===== config.mk =====
export PLATFORM = sky130hd
export DESIGN_NAME = searchable_fifo_queue
export DESIGN_NICKNAME = d
export VERILOG_FILES = /design/src/rtl/sfq_pkg.sv /design/src/rtl/sfq_cell.sv /design/src/rtl/searchable_fifo_queue.sv
export VERILOG_INCLUDE_DIRS = /design/src /design/src/rtl
export SDC_FILE = /design/constraint.sdc
export NUM_CORES = 1
export LEC_CHECK = 0
export BUFFER_PORTS_ARGS = -buffer_cell sky130_fd_sc_hd__buf_2
export CORE_MARGIN = 2
export CORE_UTILIZATION = 49
export CTS_BUF_LIST = sky130_fd_sc_hd__clkbuf_2 sky130_fd_sc_hd__clkbuf_4 sky130_fd_sc_hd__clkbuf_8
export CTS_CLUSTER_DIAMETER = 120
export DETAILED_ROUTE_END_ITERATION = 12
export GPL_TIMING_DRIVEN = 0
export MAX_ROUTING_LAYER = met4
export REMOVE_ABC_BUFFERS = 1
export SYNTH_ARGS = -nofsm -noshare
export SYNTH_HDL_FRONTEND = slang
export SYNTH_SLANG_ARGS = --single-unit

===== constraint.sdc =====
create_clock -name clk -period 5.1 [get_ports clk]
set_input_delay 0.51 -clock clk [delete_from_list [all_inputs] [get_ports clk]]
set_output_delay 0.51 -clock clk [all_outputs]
set_load 0.01 [all_outputs]

===== src/rtl/searchable_fifo_queue_assert.svh =====
// assertion macros for the searchable fifo queue
// expects clk and rst_n in the scope of use
`ifndef SEARCHABLE_FIFO_QUEUE_ASSERT_SVH
`define SEARCHABLE_FIFO_QUEUE_ASSERT_SVH

// same-cycle implication
`define SFQ_ASSERT_NOW(label, ante, cons) \
    label: assert property (@(posedge clk) disable iff (!rst_n) (ante) |-> (cons)) \
        else $error("assertion failed");

// next-cycle implication
`define SFQ_ASSERT_NEXT(label, ante, cons) \
    label: assert property (@(posedge clk) disable iff (!rst_n) (ante) |=> (cons)) \
        else $error("assertion failed");

`endif


===== src/rtl/sfq_pkg.sv =====
// shared types and constants for the searchable fifo queue
// no dependencies
`timescale 1ns / 1ps
`default_nettype none

package sfq_pkg;

    localparam int DEPTH_DEF     = 16;
    localparam int WORD_BITS_DEF = 32;
    localparam logic [4:0] CAPACITY_RESET = 5'd16;

    typedef enum logic [2:0] {
        OP_PUSH      = 3'd0,
        OP_POP       = 3'd1,
        OP_SEARCH    = 3'd2,
        OP_PEEK_OLD  = 3'd3,
        OP_PEEK_NEW  = 3'd4
    } op_t;

    typedef enum logic [1:0] {
        ST_OK    = 2'd0,
        ST_FULL  = 2'd1,
        ST_EMPTY = 2'd2,
        ST_MISS  = 2'd3
    } status_t;

    typedef struct packed {
        logic        [2:0]  opcode;
        logic signed [31:0] value;
    } in_t;

    typedef struct packed {
        logic signed [31:0] data;
        status_t            status;
        logic        [4:0]  occupancy;
    } out_t;

    typedef struct packed {
        logic load;
        logic shift;
        logic compare;
        logic occupied;
    } cell_ctrl_t;

endpackage

`default_nettype wire


===== src/rtl/sfq_cell.sv =====
// one storage cell of the queue chain: load, shift from neighbor, compare
// depends on sfq_pkg
`timescale 1ns / 1ps
`default_nettype none

module sfq_cell #(
    parameter int WORD_BITS = sfq_pkg::WORD_BITS_DEF
) (
    input  wire logic                 clk,
    input  wire logic                 rst_n,
    input  wire sfq_pkg::cell_ctrl_t  ctrl,
    input  wire logic [WORD_BITS-1:0] push_word,
    input  wire logic [WORD_BITS-1:0] next_word,
    input  wire logic [WORD_BITS-1:0] key,
    output logic      [WORD_BITS-1:0] word,
    output logic                      hit
);
    import sfq_pkg::*;

    logic [WORD_BITS-1:0] word_reg;
    logic                 hit_reg;

    always_ff @(posedge clk)
    begin
        if (ctrl.load)
        begin
            word_reg <= push_word;
        end
        else if (ctrl.shift)
        begin
            word_reg <= next_word;
        end
    end

    always_ff @(posedge clk or negedge rst_n)
    begin
        if (!rst_n)
        begin
            hit_reg <= 1'b0;
        end
        else if (ctrl.compare)
        begin
            hit_reg <= ctrl.occupied && (word_reg == key);
        end
    end

    assign word = word_reg;
    assign hit  = hit_reg;

endmodule

`default_nettype wire


===== src/rtl/searchable_fifo_queue.sv =====
// top level of the searchable fifo queue: control, count and result register
// depends on sfq_pkg, sfq_cell and searchable_fifo_queue_assert.svh
`timescale 1ns / 1ps
`default_nettype none

// Usage
//   Command channel: drive cmd and raise start; the command is taken at a rising
//   edge with start high and busy low. busy is high in the cycle after
//   a command is taken.
//   Result channel: done rises at the edge after the command was taken and is
//   high for exactly one cycle, with result valid in that cycle; the result
//   is taken at the edge that ends done's cycle. The receiver cannot stall;
//   done marks a result in that cycle only; result holds till the next one.
//   No command is taken while busy is high. When one is, the cell chain
//   shifts or loads and, for a search, every cell registers its compare
//   against the key; then the cell hit bits are reduced and the result formed.
//   A new command may be taken in the cycle its predecessor's result shows.
//   Configuration: cfg_we writes cfg_wdata as capacity; write only when idle.
//   Reset: asynchronous, clears the entry count, capacity to 16 and control
//   flags; cell contents stay undefined and are never read unless written.
module searchable_fifo_queue #(
    parameter int DEPTH     = sfq_pkg::DEPTH_DEF,
    parameter int WORD_BITS = sfq_pkg::WORD_BITS_DEF
) (
    input  wire logic          clk,
    input  wire logic          rst_n,
    input  wire logic          start,
    output logic               busy,
    input  wire sfq_pkg::in_t  cmd,
    output logic               done,
    output sfq_pkg::out_t      result,
    input  wire logic          cfg_we,
    input  wire logic [4:0]    cfg_wdata
);
    import sfq_pkg::*;

`include "searchable_fifo_queue_assert.svh"

    localparam int CW = $clog2(DEPTH + 1);
    localparam int LW = (CW > 5) ? CW : 5;

    logic [4:0]           capacity_reg;
    logic [CW-1:0]        count_reg, count_next;
    logic                 busy_reg;
    logic                 done_reg;
    out_t                 result_reg, result_next;
    logic [WORD_BITS-1:0] newest_reg;
    logic [WORD_BITS-1:0] key_reg;
    logic                 search_reg;
    status_t              st_reg, st_next;
    logic signed [31:0]   data_reg, data_next;

    logic [WORD_BITS-1:0] key_w;
    logic [WORD_BITS-1:0] words [DEPTH];
    logic [DEPTH-1:0]     hits;
    logic                 accept, full, empty;
    logic                 is_push, is_pop, is_search, is_peek_old, is_peek_new;
    logic                 push_ok, pop_ok;

    assign key_w       = WORD_BITS'(cmd.value);
    assign accept      = start && !busy_reg;
    assign is_push     = cmd.opcode == OP_PUSH;
    assign is_pop      = cmd.opcode == OP_POP;
    assign is_search   = cmd.opcode == OP_SEARCH;
    assign is_peek_old = cmd.opcode == OP_PEEK_OLD;
    assign is_peek_new = cmd.opcode == OP_PEEK_NEW;
    assign empty       = count_reg == '0;
    assign full        = (LW'(count_reg) >= LW'(capacity_reg)) ||
                         (LW'(count_reg) >= LW'(DEPTH));
    assign push_ok     = accept && is_push && !full;
    assign pop_ok      = accept && is_pop && !empty;

    genvar i;
    generate
        for (i = 0; i < DEPTH; i++)
        begin : g_cell
            cell_ctrl_t           ctrl;
            logic [WORD_BITS-1:0] nxt;

            assign ctrl.load     = push_ok && (count_reg == CW'(i));
            assign ctrl.shift    = pop_ok;
            assign ctrl.compare  = accept && is_search;
            assign ctrl.occupied = count_reg > CW'(i);

            if (i == DEPTH - 1)
            begin : g_last
                assign nxt = '0;
            end
            else
            begin : g_mid
                assign nxt = words[i+1];
            end

            sfq_cell #(
                .WORD_BITS (WORD_BITS)
            ) u_cell (
                .clk       (clk),
                .rst_n     (rst_n),
                .ctrl      (ctrl),
                .push_word (key_w),
                .next_word (nxt),
                .key       (key_w),
                .word      (words[i]),
                .hit       (hits[i])
            );
        end
    endgenerate

    always_comb
    begin
        count_next = count_reg;
        if (push_ok)
        begin
            count_next = count_reg + CW'(1);
        end
        else if (pop_ok)
        begin
            count_next = count_reg - CW'(1);
        end
    end

    // first phase: status and data that need no search
    always_comb
    begin
        st_next   = ST_OK;
        data_next = '0;
        if (is_push)
        begin
            if (full)
            begin
                st_next = ST_FULL;
            end
        end
        else if (is_pop || is_search || is_peek_old || is_peek_new)
        begin
            if (empty)
            begin
                st_next = ST_EMPTY;
            end
            else if (is_pop || is_peek_old)
            begin
                data_next = 32'($signed(words[0]));
            end
            else if (is_peek_new)
            begin
                data_next = 32'($signed(newest_reg));
            end
        end
    end

    // second phase: resolve search from registered cell hits
    always_comb
    begin
        result_next.data      = data_reg;
        result_next.status    = st_reg;
        result_next.occupancy = 5'(count_reg);
        if (search_reg)
        begin
            if (|hits)
            begin
                result_next.data = 32'($signed(key_reg));
            end
            else
            begin
                result_next.data   = '0;
                result_next.status = ST_MISS;
            end
        end
    end

    always_ff @(posedge clk or negedge rst_n)
    begin
        if (!rst_n)
        begin
            capacity_reg <= CAPACITY_RESET;
            count_reg    <= '0;
            busy_reg     <= 1'b0;
            done_reg     <= 1'b0;
            search_reg   <= 1'b0;
        end
        else
        begin
            if (cfg_we)
            begin
                capacity_reg <= cfg_wdata;
            end
            count_reg <= count_next;
            busy_reg  <= accept;
            done_reg  <= busy_reg;
            if (accept)
            begin
                search_reg <= is_search && !empty;
            end
        end
    end

    always_ff @(posedge clk)
    begin
        if (accept)
        begin
            st_reg   <= st_next;
            data_reg <= data_next;
            key_reg  <= key_w;
        end
        if (push_ok)
        begin
            newest_reg <= key_w;
        end
        if (busy_reg)
        begin
            result_reg <= result_next;
        end
    end

    assign busy   = busy_reg;
    assign done   = done_reg;
    assign result = result_reg;

    `SFQ_ASSERT_NEXT(a_accept_busy, start && !busy, busy && !done)
    `SFQ_ASSERT_NEXT(a_busy_done, busy, done && !busy)
    `SFQ_ASSERT_NOW(a_count_bound, 1'b1, LW'(count_reg) <= LW'(DEPTH))
    `SFQ_ASSERT_NOW(a_fail_zero, done && result.status != ST_OK, result.data == '0)

endmodule

`default_nettype wire

==> results of run 1 <==
-- through the flow --
stage	hold WS, ps	std cells	area (um2)
final	73.9	3437	37600
after global routing	52.8	3437	37600
after CTS	11.3	3432	37600
after detailed placement	482	3214	35200
after global placement	464	3202	34900
after floorplan	214	2178	33300
-- placed cells by master, fill, tap and decap left out, drive strengths merged, types with 6 or more instances in the layout --
master,n
dfrtp,28
edfxtp,649
nor3,10
nand4,81
o21ai,18
nand2,75
clkinv,46
nand2b,6
xor2,270
nor4,89
xnor2,244
nor2b,6
clkbuf,160
inv,13
a22oi,32
and3,35
buf,97
ha,9
o2bb2ai,32
mux2,481
nand3,12
nor2,40
-- worst register-to-register path, cell delays in order, from the launching register on --
cell	delay, ps
sky130_fd_sc_hd__dfrtp_1	620
sky130_fd_sc_hd__inv_1	220
sky130_fd_sc_hd__ha_1	280
sky130_fd_sc_hd__or4b_1	630
sky130_fd_sc_hd__nand3_1	1160
sky130_fd_sc_hd__nand2_2	910
-- final timing paths --
check,to,cells past startpoint
max,g_cell[15].u_cell.word[15],5
min,capacity_reg[2],3
max reg2reg,g_cell[15].u_cell.word[15],5
min reg2reg,g_cell[11].u_cell.hit,2
max in group asynchronous,busy,2
min in group asynchronous,g_cell[2].u_cell.hit,2
-- final cells by class --
class | count | area (um2)
diodes | 3 | 7.51
clock buffers | 160 | 1970
clock inverters | 55 | 330
fillers | 5825 | 32000
inverters | 10 | 37.5
multi-input cells | 1491 | 13200
flip-flops and latches | 678 | 20200
well taps | 940 | 1180
repair buffers | 100 | 708
-- synthesized netlist by cell type, types with 6 or more instances --
| library cell | instances | area [um2] |
|---|---|---|
| sky130_fd_sc_hd__ha_1 | 9 | 113 |
| sky130_fd_sc_hd__buf_1 | 23 | 86.3 |
| sky130_fd_sc_hd__and3_1 | 35 | 219 |
| sky130_fd_sc_hd__buf_4 | 9 | 67.6 |
| sky130_fd_sc_hd__a22oi_1 | 32 | 240 |
| sky130_fd_sc_hd__xnor2_1 | 244 | 2140 |
| sky130_fd_sc_hd__xor2_1 | 270 | 2360 |
| sky130_fd_sc_hd__nor2b_1 | 6 | 37.5 |
| sky130_fd_sc_hd__clkbuf_1 | 130 | 488 |
| sky130_fd_sc_hd__buf_6 | 7 | 78.8 |
| sky130_fd_sc_hd__edfxtp_1 | 649 | 19500 |
| sky130_fd_sc_hd__buf_2 | 52 | 260 |
| sky130_fd_sc_hd__nand2b_1 | 6 | 37.5 |
| sky130_fd_sc_hd__nor4_1 | 88 | 551 |
| sky130_fd_sc_hd__nand3_1 | 11 | 55.1 |
| sky130_fd_sc_hd__o2bb2ai_1 | 32 | 280 |
| sky130_fd_sc_hd__nand4_1 | 76 | 475 |
| sky130_fd_sc_hd__mux2_1 | 36 | 405 |
| sky130_fd_sc_hd__inv_1 | 10 | 37.5 |
| sky130_fd_sc_hd__dfrtp_1 | 28 | 701 |
| sky130_fd_sc_hd__nor2_1 | 40 | 150 |
| sky130_fd_sc_hd__mux2_2 | 445 | 5010 |
| sky130_fd_sc_hd__o21ai_0 | 17 | 85.1 |
| sky130_fd_sc_hd__nand2_1 | 74 | 278 |
-- logic make-up after synthesis --
kind of cell	after synthesis
and+or+nand+nor	371
AOI/OAI and AO/OA	115
adders and majority gates	9
buffers and inverters	231
DFF	678
muxes	481
xor gates and xnor gates	514
-- timing repair --
item                       4_1_cts  5_1_grt
resized for setup                3        2
cloned                           0        1
setup buffers                    0        0
hold buffers                     3        0
hold endpoints to repair        30        0
pin swaps                        0        3
setup endpoints to repair       96       45
-- metal layers --
| metal | up-vias | global-route usage | share of wire |
|---|---|---|---|
| met5 | - | - | 0 |
| li1 | 8903 | - | - |
| met2 | 525 | 0.425 | 0.49 |
| met4 | 0 | 0.0760 | 0.026 |
| met1 | 10100 | 0.332 | 0.43 |
| met3 | 158 | 0.0402 | 0.049 |
-- power groups by stage --
stage	clock network [W]	logic [W]	registers, W
after CTS	0.00500	0.00135	0.00654
after detailed placement	0	0.00134	0.00666
final	0.00493	0.00136	0.00655
after global placement	0	0.00129	0.00667
after global routing	0.00524	0.00147	0.00656
after floorplan	0	0.000765	0.00659
==> implementation parameters, run 1 <==
Parameter                              Value

Run status
  Result of the run ... finished, violations left
  Failing checks ... max-capacitance violations

Synth
  Dominant synthesized flop cell ... sky130_fd_sc_hd__edfxtp_1
  Number of synthesized flops with an enable pin ... 649
  Dominant combinational cell family by area after synthesis ... multiplexers
  XOR/XNOR share of the synthesized area ... 0.131
  Synthesized area ... 34,300 um2
  Sequential fraction of the synthesis area ... 0.589
  Total of flip-flops plus latches after synthesis ... 678
  Ys async rst share ... 0.0428
  Simple logic cell fraction of the synthesized area ... 0.0637
  Mean Syn Cell Area ... 14.3 um2
  Compound-cell area share of the yosys netlist ... 0.0255
  Synthesized netlist cell count ... 2,399
  Synthesized-area fraction occupied by adder cells ... 0.00328
  Portion of netlist area occupied by mux cells ... 0.158
  Number of distinct standard cells referenced by the synthesized netlist ... 60
  Number of warnings printed during yosys synthesis ... 0

Setup path
  Largest stage delay on the critical path ... 1160 ps
  Buffers plus inverters on the worst setup path ... 1
  Req. time, crit path ... 5320 ps
  Highest net fanout along the worst path ... 32
  Worst setup path startpoint ... count_reg[1]
  Launching point of the worst reg2reg path ... count_reg[1]
  Crit path capture type ... flop
  Data arrival time of the critical path ... 4580 ps
  Family with the most delay on the worst path ... simple AND/OR/NAND/NOR gates
  Cell Chain, Critical Path ... inv_1 -> ha_1 -> or4b_1 -> nand3_1 -> nand2_2
  Slowest CP cell ... sky130_fd_sc_hd__nand3_1
  Reg-to-reg setup timing slack ... 740 ps
  Kind of start point of the critical path ... flop
  Type of the setup path with the least slack ... flop to flop

Placement
  Placement Setup Slack ... -379 ps
  HPWL reported at the end of detailed placement ... 56,800 um
  Number of buffer cells added on primary ports ... 84
  Gp weighted congestion ... 0.823

Routing
  Detailed-route wire length per cell ... 26.3 um
  WL final ... 90,600 um
  DRC viols ... 0
  Number of detailed-routing iterations run before antenna repair ... 7
  Vias per inst ... 5.73
  Antenna Nets Post-Route ... 0
  Iter 0 DRT Violations ... 1,603
  Via count ... 19,700

Timing
  Slew @ Worst Pin ... 1490 ps
  Worst setup slack after layout ... 744 ps
  Number of max-slew violations in the final report ... 0
  FMAX ... 230 MHz
  Final Skew ... 38.3 ps
  Post-route minimum period ... 4360 ps
  Final critical-path share of the clock period ... 0.854
  Count of endpoints failing hold in the final timing report ... 0
  Final setup violation count ... 0
  Worst slew margin relative to its limit ... 0.00534
  Unrepaired setup endpoints after global routing ... false
  Aggregate negative setup slack ... 0 ps

Cells and area
  Core Util, Final ... 0.540
  Net count reported at finish ... 2,448
  Fraction of layout cells with a size suffix above 1 ... 0.309
  Synthesis-to-finish area growth ... 9.60%
  Number of flip-flops in the largest register ... 512

Clock network
  TritonCTS clock tree ... yes
  Number of clock buffers inserted by TritonCTS ... 114
  Clk Latency, worst-skew pair ... 760 ps
  Post-CTS clock slew at the launch and capture registers of the worst setup and hold paths ... 60 ps
  H-tree lvl count ... 3
  Number of buffers between clock root and the deepest sink ... 3
  CTS sink cnt ... 678
  Clock root buffer ... sky130_fd_sc_hd__clkbuf_8

Floorplanning
  Number of cell rows ... 97
  Top-Level Pins ... 85
  Core Region ... 69,700 um2
  Die H ... 269 um
  Die outline width ... 269 um
  Starting utilization of the core area ... 0.493
  Area of the die ... 72,200 um2

GRT
  Remaining global-route overflow ... 0
  First-pass GRT wire length ... 133,000 um
  Maximum number of pins on one net before global-route repair ... 38
  Gr usage total ... 0.258
  Antenna violations before repair ... 4
  Number of global-route vias before repair ... 20,300

Pwr
  Total power density per cell area ... 341 nW/um2
  Clock network power share ... 0.384
  Fraction of power consumed by sequential logic ... 0.510
  Internal power of the cells ... 0.00938 W
  Overall power of the completed layout ... 0.0128 W
  Leakage power figure ... 12.6 nW
  Maximum vdd drop ... 310 uV
  Net load switching power ... 0.00345 W
  Net Sw Frac ... 0.269
  Comb power frac ... 0.106

Worst hold path
  HP Start ... cfg_wdata[2]
  HP Class ... primary input to flop

Flow run
  Maxcap violations ... 1
Power figures use the tool's default switching activity.
==> inputs of run 2 (changes only) <==
--- a/config.mk
+++ b/config.mk
@@ -7,13 +7,16 @@
 export NUM_CORES = 1
 export LEC_CHECK = 0
 export BUFFER_PORTS_ARGS = -buffer_cell sky130_fd_sc_hd__buf_2
+export CELL_PAD_IN_SITES_DETAIL_PLACEMENT = 1
+export CELL_PAD_IN_SITES_GLOBAL_PLACEMENT = 2
 export CORE_MARGIN = 2
-export CORE_UTILIZATION = 49
+export CORE_UTILIZATION = 48
 export CTS_BUF_LIST = sky130_fd_sc_hd__clkbuf_2 sky130_fd_sc_hd__clkbuf_4 sky130_fd_sc_hd__clkbuf_8
 export CTS_CLUSTER_DIAMETER = 120
 export DETAILED_ROUTE_END_ITERATION = 12
 export GPL_TIMING_DRIVEN = 0
 export MAX_ROUTING_LAYER = met4
+export PLACE_DENSITY_LB_ADDON = 0.1
 export REMOVE_ABC_BUFFERS = 1
 export SYNTH_ARGS = -nofsm -noshare
 export SYNTH_HDL_FRONTEND = slang
==> run 2 against run 1 <==
Effect of this change: the run now ends clean; utilization is 0.92 points lower; highest routed layer unchanged; routed wire length rose by 6.3%; die area increased by 2.1%; critical endpoint is now g_cell[7].u_cell.word[0]; critical path depth grew 2; clock power up 5.5%; fmax is 2.9% lower; via count up 1.4%; worst setup slack worse by 130 ps; clock skew is 8.7 ps lower; first-iteration DRC count is 11% lower.
==> implementation parameters, run 2 (synthesis gave the netlist of run 1 again) <==
Parameter                              Value

Timing
  Unrepaired setup endpoints after global routing ... false (unchanged)
  Number of max-slew violations in the final report ... 0 (unchanged)
  FMAX ... 223 MHz (was 230 MHz)
  Final setup violation count ... 0 (unchanged)
  Count of endpoints failing hold in the final timing report ... 0 (unchanged)
  Worst slew margin relative to its limit ... 0.0737 (was 0.00534)
  Final Skew ... 29.5 ps (was 38.3 ps)
  Post-route minimum period ... 4490 ps (was 4360 ps)
  Final critical-path share of the clock period ... 0.880 (was 0.854)
  Slew @ Worst Pin ... 1390 ps (was 1490 ps)

Cells and area
  Layout Cells excl Fill ... 3,453 (was 3,437)
  Area of all placed cells without fillers ... 37,800 um2 (was 37,600 um2)
  Number of filler cells placed in the layout ... 6,869 (was 5,825)
  Leading cell types in the layout, fill and taps excluded ... sky130_fd_sc_hd__edfxtp_1 (649), sky130_fd_sc_hd__mux2_2 (445), sky130_fd_sc_hd__xor2_1 (270), sky130_fd_sc_hd__xnor2_1 (244), sky130_fd_sc_hd__clkbuf_8 (126) (was sky130_fd_sc_hd__edfxtp_1 (649), sky130_fd_sc_hd__mux2_2 (445), sky130_fd_sc_hd__xor2_1 (270), sky130_fd_sc_hd__xnor2_1 (244), sky130_fd_sc_hd__clkbuf_8 (123))
  Fraction of layout cells with a size suffix above 1 ... 0.315 (was 0.309)
  Synthesis-to-finish area growth ... 9.98% (was 9.60%)
  Most common cell after layout, fill and taps aside ... sky130_fd_sc_hd__edfxtp_1 (unchanged)
  Number of flip-flops in the largest register ... 512 (unchanged)
  Net count reported at finish ... 2,450 (was 2,448)

Floorplanning
  Top-Level Pins ... 85 (unchanged)
  Core Region ... 71,100 um2 (was 69,700 um2)
  Number of cell rows ... 98 (was 97)
  Die H ... 271 um (was 269 um)
  Die outline width ... 271 um (was 269 um)
  Area of the die ... 73,700 um2 (was 72,200 um2)
  Starting utilization of the core area ... 0.483 (was 0.493)

Setup path
  Data arrival time of the critical path ... 4820 ps (was 4580 ps)
  Type of the setup path with the least slack ... flop to flop (unchanged)
  Kind of start point of the critical path ... flop (unchanged)
  Highest net fanout along the worst path ... 33 (was 32)
  Reg-to-reg setup timing slack ... 610 ps (was 740 ps)
  RR Endpoint ... g_cell[7].u_cell.word[0] (was g_cell[15].u_cell.word[15])
  Register-to-Register Path Depth ... 7 (was 5)
  Req. time, crit path ... 5430 ps (was 5320 ps)
  Crit path capture type ... flop (unchanged)
  Launching point of the worst reg2reg path ... count_reg[2] (was count_reg[1])
  Worst setup path startpoint ... count_reg[2] (was count_reg[1])

Pwr
  Clock network power share ... 0.396 (was 0.384)
  Leakage power figure ... 12.6 nW (about the same)
  Net Sw Frac ... 0.268 (was 0.269)
  Net load switching power ... 0.00352 W (was 0.00345 W)
  Comb power frac ... 0.105 (was 0.106)
  Internal power of the cells ... 0.00961 W (was 0.00938 W)
  Total power density per cell area ... 348 nW/um2 (was 341 nW/um2)
  Fraction of power consumed by sequential logic ... 0.499 (was 0.510)
  Maximum vdd drop ... 208 uV (was 310 uV)

Routing
  Vias per inst ... 5.78 (was 5.73)
  WL final ... 96,300 um (was 90,600 um)
  Number of detailed-routing iterations run before antenna repair ... 5 (was 7)
  Antenna Nets Post-Route ... 0 (unchanged)
  Via count ... 20,000 (was 19,700)
  Detailed-route wire length per cell ... 27.9 um (was 26.3 um)
  Iter 0 DRT Violations ... 1,422 (was 1,603)
  DRC viols ... 0 (unchanged)

Flow run
  Maxcap violations ... 0 (was 1)

Clock network
  CTS sink cnt ... 678 (unchanged)
  Number of buffers between clock root and the deepest sink ... 3 (unchanged)
  Number of post-CTS setup repair buffers ... 0 (unchanged)
  H-tree lvl count ... 3 (unchanged)
  Number of hold-repair buffers added at the cts stage ... 1 (was 3)
  TritonCTS clock tree ... yes (unchanged)
  Clock root buffer ... sky130_fd_sc_hd__clkbuf_8 (unchanged)
  Number of clock buffers inserted by TritonCTS ... 119 (was 114)
  Post-CTS clock slew at the launch and capture registers of the worst setup and hold paths ... 60 ps (about the same)
  Clk Latency, worst-skew pair ... 750 ps (was 760 ps)
  Post-CTS resize count ... 0 (was 3)

Worst hold path
  HP Start ... cfg_wdata[1] (was cfg_wdata[2])
  Hold-critical path depth ... 3 (unchanged)
  HP Class ... primary input to flop (unchanged)
  WHS Endpoint ... capacity_reg[1] (was capacity_reg[2])

Placement
  Gp weighted congestion ... 0.799 (was 0.823)
  Cell Count Post-Placement ... 3,224 (was 3,214)
  HPWL reported at the end of detailed placement ... 61,300 um (was 56,800 um)
  Post-DP Area ... 35,200 um2 (unchanged)
  Number of buffer cells added on primary ports ... 84 (unchanged)

GRT
  Antenna violations before repair ... 5 (was 4)
  Number of global-route vias before repair ... 21,600 (was 20,300)
  Gr usage total ... 0.269 (was 0.258)
  Maximum number of pins on one net before global-route repair ... 38 (unchanged)
  First-pass GRT wire length ... 143,000 um (was 133,000 um)
  Remaining global-route overflow ... 0 (unchanged)

Run status
  Result of the run ... completed (was finished, violations left)
==> run 2: cell types whose count changed in the layout (fill, tap and decap cells not counted), sizes merged <==
cell	previous run	this run
clkinv	46	34
buf	97	96
clkbuf	160	185
inv	13	14
clkinvlp	4	1
diode	3	2
nand2	75	74
dlygate4sd3	3	1
==> run 2: worst max-delay path, stage by stage, from the launching register on <==
cell	delay, ps
sky130_fd_sc_hd__dfrtp_1	800
sky130_fd_sc_hd__ha_1	370
sky130_fd_sc_hd__a21oi_1	130
sky130_fd_sc_hd__o21ai_1	110
sky130_fd_sc_hd__a31oi_2	620
sky130_fd_sc_hd__buf_6	270
sky130_fd_sc_hd__nand4_4	500
sky130_fd_sc_hd__nand2_1	1230
==> run 2: layout make-up <==
type                    instances  area [um2]  area share
multi-input cells            1490       13200       0.349
inverters                      10        37.5    0.000994
diodes                          2        5.00    0.000133
well taps                     950        1190      0.0315
clock inverters                41         299     0.00792
clock buffers                 184        2170      0.0575
repair buffers                 98         677      0.0179
flip-flops and latches        678       20200       0.536
==> run 2: power by group through the flow <==
stage          Clock, W  Combinational (W)  Sequential, W
3_5_place_dp          0            0.00138        0.00666
3_3_place_gp          0            0.00131        0.00667
2_1_floorplan         0           0.000765        0.00659
5_1_grt         0.00554            0.00149        0.00657
4_1_cts         0.00529            0.00139        0.00655
6_report        0.00520            0.00138        0.00655
==> run 2: metrics by stage <==
step / setup WS, ps / utilization / TNS, ps / hold slack, ps / total power, W
global route: 383 / 0.531 / 0 / 53.4 / 0.0136
global placement: -1400 / 0.492 / -311360 / 467 / 0.00798
finish: 613 / 0.531 / 0 / 89.4 / 0.0131
detailed placement: 119 / 0.495 / 0 / 475 / 0.00804
CTS: 126 / 0.530 / 0 / 15.7 / 0.0132
floorplan: 362 / - / 0 / 214 / 0.00736
==> run 2: how the worst max path moves through the flow <==
| stage | end | slack, ps | depth (start not counted) |
|---|---|---|---|
| final | g_cell[7].u_cell.word[0] | 610 | 7 |
| after global routing | g_cell[6].u_cell.word[3] | 380 | 7 |
| after CTS | g_cell[12].u_cell.word[14] | 130 | 6 |
| after detailed placement | g_cell[12].u_cell.word[11] | 120 | 6 |
| after global placement | g_cell[15].u_cell.word[31] | -1400 | 4 |
| after floorplan | g_cell[1].u_cell.word[0] | 360 | 4 |
==> run 2: layer usage <==
layer / GRT usage / part of all wire
met1: 0.346 / 0.43
met2: 0.446 / 0.50
met3: 0.0370 / 0.044
met4: 0.0755 / 0.021
met5: - / 0
==> inputs of run 3 (changes only) <==
--- a/config.mk
+++ b/config.mk
@@ -20,4 +20,5 @@
 export REMOVE_ABC_BUFFERS = 1
 export SYNTH_ARGS = -nofsm -noshare
 export SYNTH_HDL_FRONTEND = slang
+export SYNTH_HIERARCHICAL = 1
 export SYNTH_SLANG_ARGS = --single-unit
==> run 3 against run 2 <==
Effect of this change: combinational power is 9% lower; non-clock buffer count is 13 higher; worst hold slack worse by 2.2 ps; final area is 0.22% higher; first-iteration DRC count is 46% lower; synthesized area is 1.8% lower; critical endpoint is now g_cell[5].u_cell/word[26]; clock power is 4.2% lower; clock skew is 6.5 ps higher; largest power group unchanged; total power is 2.9% lower; routed wire length is 33% lower; register-to-register slack worse by 280 ps.
==> implementation parameters, run 3 <==
Parameter                              Value

Setup path
  Req. time, crit path ... 5410 ps (was 5430 ps)
  Type of the setup path with the least slack ... flop to flop (unchanged)
  Crit path capture type ... flop (unchanged)
  Launching point of the worst reg2reg path ... count_reg[0] (was count_reg[2])
  Kind of start point of the critical path ... flop (unchanged)
  Reg-to-reg setup timing slack ... 330 ps (was 610 ps)
  Register-to-Register Path Depth ... 9 (was 7)
  Data arrival time of the critical path ... 5070 ps (was 4820 ps)
  Worst setup path startpoint ... count_reg[0] (was count_reg[2])
  Highest net fanout along the worst path ... 42 (was 33)
  RR Endpoint ... g_cell[5].u_cell/word[26] (was g_cell[7].u_cell.word[0])
  Critical Path End ... g_cell[5].u_cell/word[26] (was g_cell[7].u_cell.word[0])

Synth
  Most used standard cell by instance count after synthesis ... sky130_fd_sc_hd__edfxtp_1 (unchanged)
  Synthesized netlist cell count ... 2,239 (was 2,399)
  Ys async rst share ... 0.0428 (unchanged)
  List of most frequent post-synthesis cells ... sky130_fd_sc_hd__edfxtp_1 (649), sky130_fd_sc_hd__mux2_2 (513), sky130_fd_sc_hd__xor2_1 (320) (was sky130_fd_sc_hd__edfxtp_1 (649), sky130_fd_sc_hd__mux2_2 (445), sky130_fd_sc_hd__xor2_1 (270))
  Total of flip-flops plus latches after synthesis ... 678 (unchanged)
  Sequential fraction of the synthesis area ... 0.600 (was 0.589)
  Number of distinct standard cells referenced by the synthesized netlist ... 52 (was 60)
  Most area-consuming cells after synthesis ... sky130_fd_sc_hd__edfxtp_1 (58%), sky130_fd_sc_hd__mux2_2 (17%), sky130_fd_sc_hd__xor2_1 (8.3%) (was sky130_fd_sc_hd__edfxtp_1 (57%), sky130_fd_sc_hd__mux2_2 (15%), sky130_fd_sc_hd__xor2_1 (6.9%))
  Yosys top cell area share ... 0.578 (was 0.568)
  Number of warnings printed during yosys synthesis ... 6 (was 0)
  Mean Syn Cell Area ... 15.1 um2 (was 14.3 um2)
  Number of synthesized flops with an enable pin ... 649 (unchanged)
  Synthesized area ... 33,700 um2 (was 34,300 um2)
  Dominant synthesized flop cell ... sky130_fd_sc_hd__edfxtp_1 (unchanged)
  Cell taking the most area after synthesis ... sky130_fd_sc_hd__edfxtp_1 (unchanged)

Timing
  Fin Hold WS ... 87.2 ps (was 89.4 ps)
  Aggregate negative setup slack ... 0 ps (unchanged)
  Worst setup slack after layout ... 333 ps (was 613 ps)
  FMAX ... 210 MHz (was 223 MHz)
  Count of endpoints failing hold in the final timing report ... 0 (unchanged)
  Worst slew margin relative to its limit ... 0.152 (was 0.0737)
  Final setup violation count ... 0 (unchanged)
  Slew @ Worst Pin ... 1270 ps (was 1390 ps)
  Final Skew ... 36.0 ps (was 29.5 ps)
  Final critical-path share of the clock period ... 0.935 (was 0.880)
  Number of max-slew violations in the final report ... 0 (unchanged)
  Post-route minimum period ... 4770 ps (was 4490 ps)
  Unrepaired setup endpoints after global routing ... false (unchanged)

Routing
  Iter 0 DRT Violations ... 773 (was 1,422)
  DRC viols ... 0 (unchanged)
  Via count ... 18,200 (was 20,000)
  WL final ... 64,100 um (was 96,300 um)
  Antenna Nets Post-Route ... 0 (unchanged)
  Number of detailed-routing iterations run before antenna repair ... 6 (was 5)
  Detailed-route wire length per cell ... 18.6 um (was 27.9 um)
  Vias per inst ... 5.29 (was 5.78)

Floorplanning
  Starting utilization of the core area ... 0.483 (about the same)
  Die outline width ... 269 um (was 271 um)
  Number of cell rows ... 97 (was 98)
  Die H ... 269 um (was 271 um)
  Core Region ... 69,800 um2 (was 71,100 um2)
  Top-Level Pins ... 85 (unchanged)
  Area of the die ... 72,400 um2 (was 73,700 um2)

Pwr
  Maximum vdd drop ... 206 uV (was 208 uV)
  Total power density per cell area ... 337 nW/um2 (was 348 nW/um2)
  Overall power of the completed layout ... 0.0128 W (was 0.0131 W)
  Leakage power figure ... 12.6 nW (about the same)

Cells and area
  Leading cell types in the layout, fill and taps excluded ... sky130_fd_sc_hd__edfxtp_1 (649), sky130_fd_sc_hd__mux2_2 (513), sky130_fd_sc_hd__xor2_1 (320), sky130_fd_sc_hd__xnor2_1 (194), sky130_fd_sc_hd__clkbuf_8 (127) (was sky130_fd_sc_hd__edfxtp_1 (649), sky130_fd_sc_hd__mux2_2 (445), sky130_fd_sc_hd__xor2_1 (270), sky130_fd_sc_hd__xnor2_1 (244), sky130_fd_sc_hd__clkbuf_8 (126))
  Number of flip-flops in the largest register ... 512 (unchanged)
  Net count reported at finish ... 2,467 (was 2,450)
  Most common cell after layout, fill and taps aside ... sky130_fd_sc_hd__edfxtp_1 (unchanged)
  Synthesis-to-finish area growth ... 12.2% (was 9.98%)
  Fraction of layout cells with a size suffix above 1 ... 0.349 (was 0.315)
  Number of filler cells placed in the layout ... 6,682 (was 6,869)
  Area of all placed cells without fillers ... 37,800 um2 (about the same)

Clock network
  Number of post-CTS setup repair buffers ... 0 (unchanged)
  Clk Latency, worst-skew pair ... 700 ps (was 750 ps)
  TritonCTS clock tree ... yes (unchanged)
  Number of buffers between clock root and the deepest sink ... 3 (unchanged)
  Clock root buffer ... sky130_fd_sc_hd__clkbuf_8 (unchanged)
  CTS sink cnt ... 678 (unchanged)
  H-tree lvl count ... 3 (unchanged)
  Post-CTS clock slew at the launch and capture registers of the worst setup and hold paths ... 60 ps (about the same)
  Number of clock buffers inserted by TritonCTS ... 118 (was 119)

GRT
  Routing usage on met2 ... 0.330 (was 0.446)
  Number of global-route vias before repair ... 20,000 (was 21,600)
  Gr usage total ... 0.185 (was 0.269)
  Antenna violations before repair ... 2 (was 5)
  Remaining global-route overflow ... 0 (unchanged)
  Maximum number of pins on one net before global-route repair ... 50 (was 38)
  First-pass GRT wire length ... 103,000 um (was 143,000 um)
  Most Crowded Layer GR ... met2 (unchanged)
  Global routing met1 resource utilization ... 0.211 (was 0.346)
  Met3 global-route usage ... 0.0276 (was 0.0370)

Flow run
  Maxcap violations ... 0 (unchanged)

Worst hold path
  Hold-critical path depth ... 2 (was 3)
  HP Class ... primary input to flop (unchanged)

Placement
  Number of buffer cells added on primary ports ... 84 (unchanged)
  Post-DP Area ... 35,400 um2 (was 35,200 um2)
  Gp weighted congestion ... 0.787 (was 0.799)
  Placement Setup Slack ... -139 ps (was 119 ps)
  HPWL reported at the end of detailed placement ... 45,800 um (was 61,300 um)

Run status
  Result of the run ... completed (unchanged)
[run 3: changes by cell type after synthesis, moves of 34 or more]
| cell | before | now |
|---|---|---|
| sky130_fd_sc_hd__and3_1 | 35 | 1 |
| sky130_fd_sc_hd__buf_2 | 52 | 6 |
| sky130_fd_sc_hd__clkbuf_1 | 130 | 78 |
| sky130_fd_sc_hd__mux2_1 | 36 | 0 |
| sky130_fd_sc_hd__mux2_2 | 445 | 513 |
| sky130_fd_sc_hd__nand2_1 | 74 | 20 |
| sky130_fd_sc_hd__xnor2_1 | 244 | 194 |
| sky130_fd_sc_hd__xor2_1 | 270 | 320 |
[run 3: cells by family after synthesis]
logic type,Yosys count,synth area share
AND/OR/NAND/NOR,299,0.0517
adder cells (fa/ha/maj),9,0.00334
flip-flops,678,0.600
other,1,0.000111
AO/OA/AOI/OAI,109,0.0269
buffers and inverters,116,0.0136
multiplexers,513,0.171
XOR/XNOR,514,0.134
[run 3: worst min-delay path by stage]
stage	startpoint	end	slack, ps
after floorplan	rst_n	busy	210
after global placement	st_reg[1]	result[6]	480
after detailed placement	st_reg[0]	result[5]	500
after CTS	cfg_we	capacity_reg[4]	20
after global routing	cfg_we	capacity_reg[4]	110
final	cfg_we	capacity_reg[4]	90
[run 3: metal layers]
layer	part of all wire	vias up
met5	0	-
met4	0.025	0
li1	-	8774
met3	0.031	122
met1	0.41	9088
met2	0.53	246
[run 3: layout make-up]
class / count / area (um2) / share of cell area
inverters: 29 / 111 / 0.00294
clock inverters: 38 / 277 / 0.00731
flip-flops and latches: 678 / 20200 / 0.534
well taps: 940 / 1180 / 0.0311
diodes: 2 / 5.00 / 0.000132
repair buffers: 111 / 694 / 0.0184
multi-input cells: 1476 / 13300 / 0.350
clock buffers: 173 / 2090 / 0.0553
[run 3: critical path, stage by stage (launching register included)]
cell	delay [ps]
sky130_fd_sc_hd__dfrtp_1	640
sky130_fd_sc_hd__inv_1	200
sky130_fd_sc_hd__ha_1	310
sky130_fd_sc_hd__nand2b_1	170
sky130_fd_sc_hd__a211oi_2	360
sky130_fd_sc_hd__o21ai_2	280
sky130_fd_sc_hd__inv_4	520
sky130_fd_sc_hd__nand2_1	350
sky130_fd_sc_hd__nor2_4	780
sky130_fd_sc_hd__or2_2	720
[run 3: through the flow]
step / util / std cells
6_report: 0.542 / 3447
5_1_grt: 0.542 / 3447
3_3_place_gp: 0.503 / 3207
3_5_place_dp: 0.507 / 3228
2_1_floorplan: - / 2183
4_1_cts: 0.542 / 3445
[run 3: timing repair]
action,in CTS,in global routing
pin swaps,0,2
endpoints found under the setup margin,112,36
hold endpoints to repair,33,0
hold buffers,6,0
gates resized for setup,1,1
[run 3: report_power, final]
| group | total [W] | switching (W) | internal (W) | leakage, nW |
|---|---|---|---|---|
| combinational | 0.00125 | 0.000778 | 0.000468 | 4.99 |
| clock | 0.00498 | 0.00217 | 0.00281 | 1.26 |
| sequential | 0.00653 | 0.000190 | 0.00634 | 6.31 |
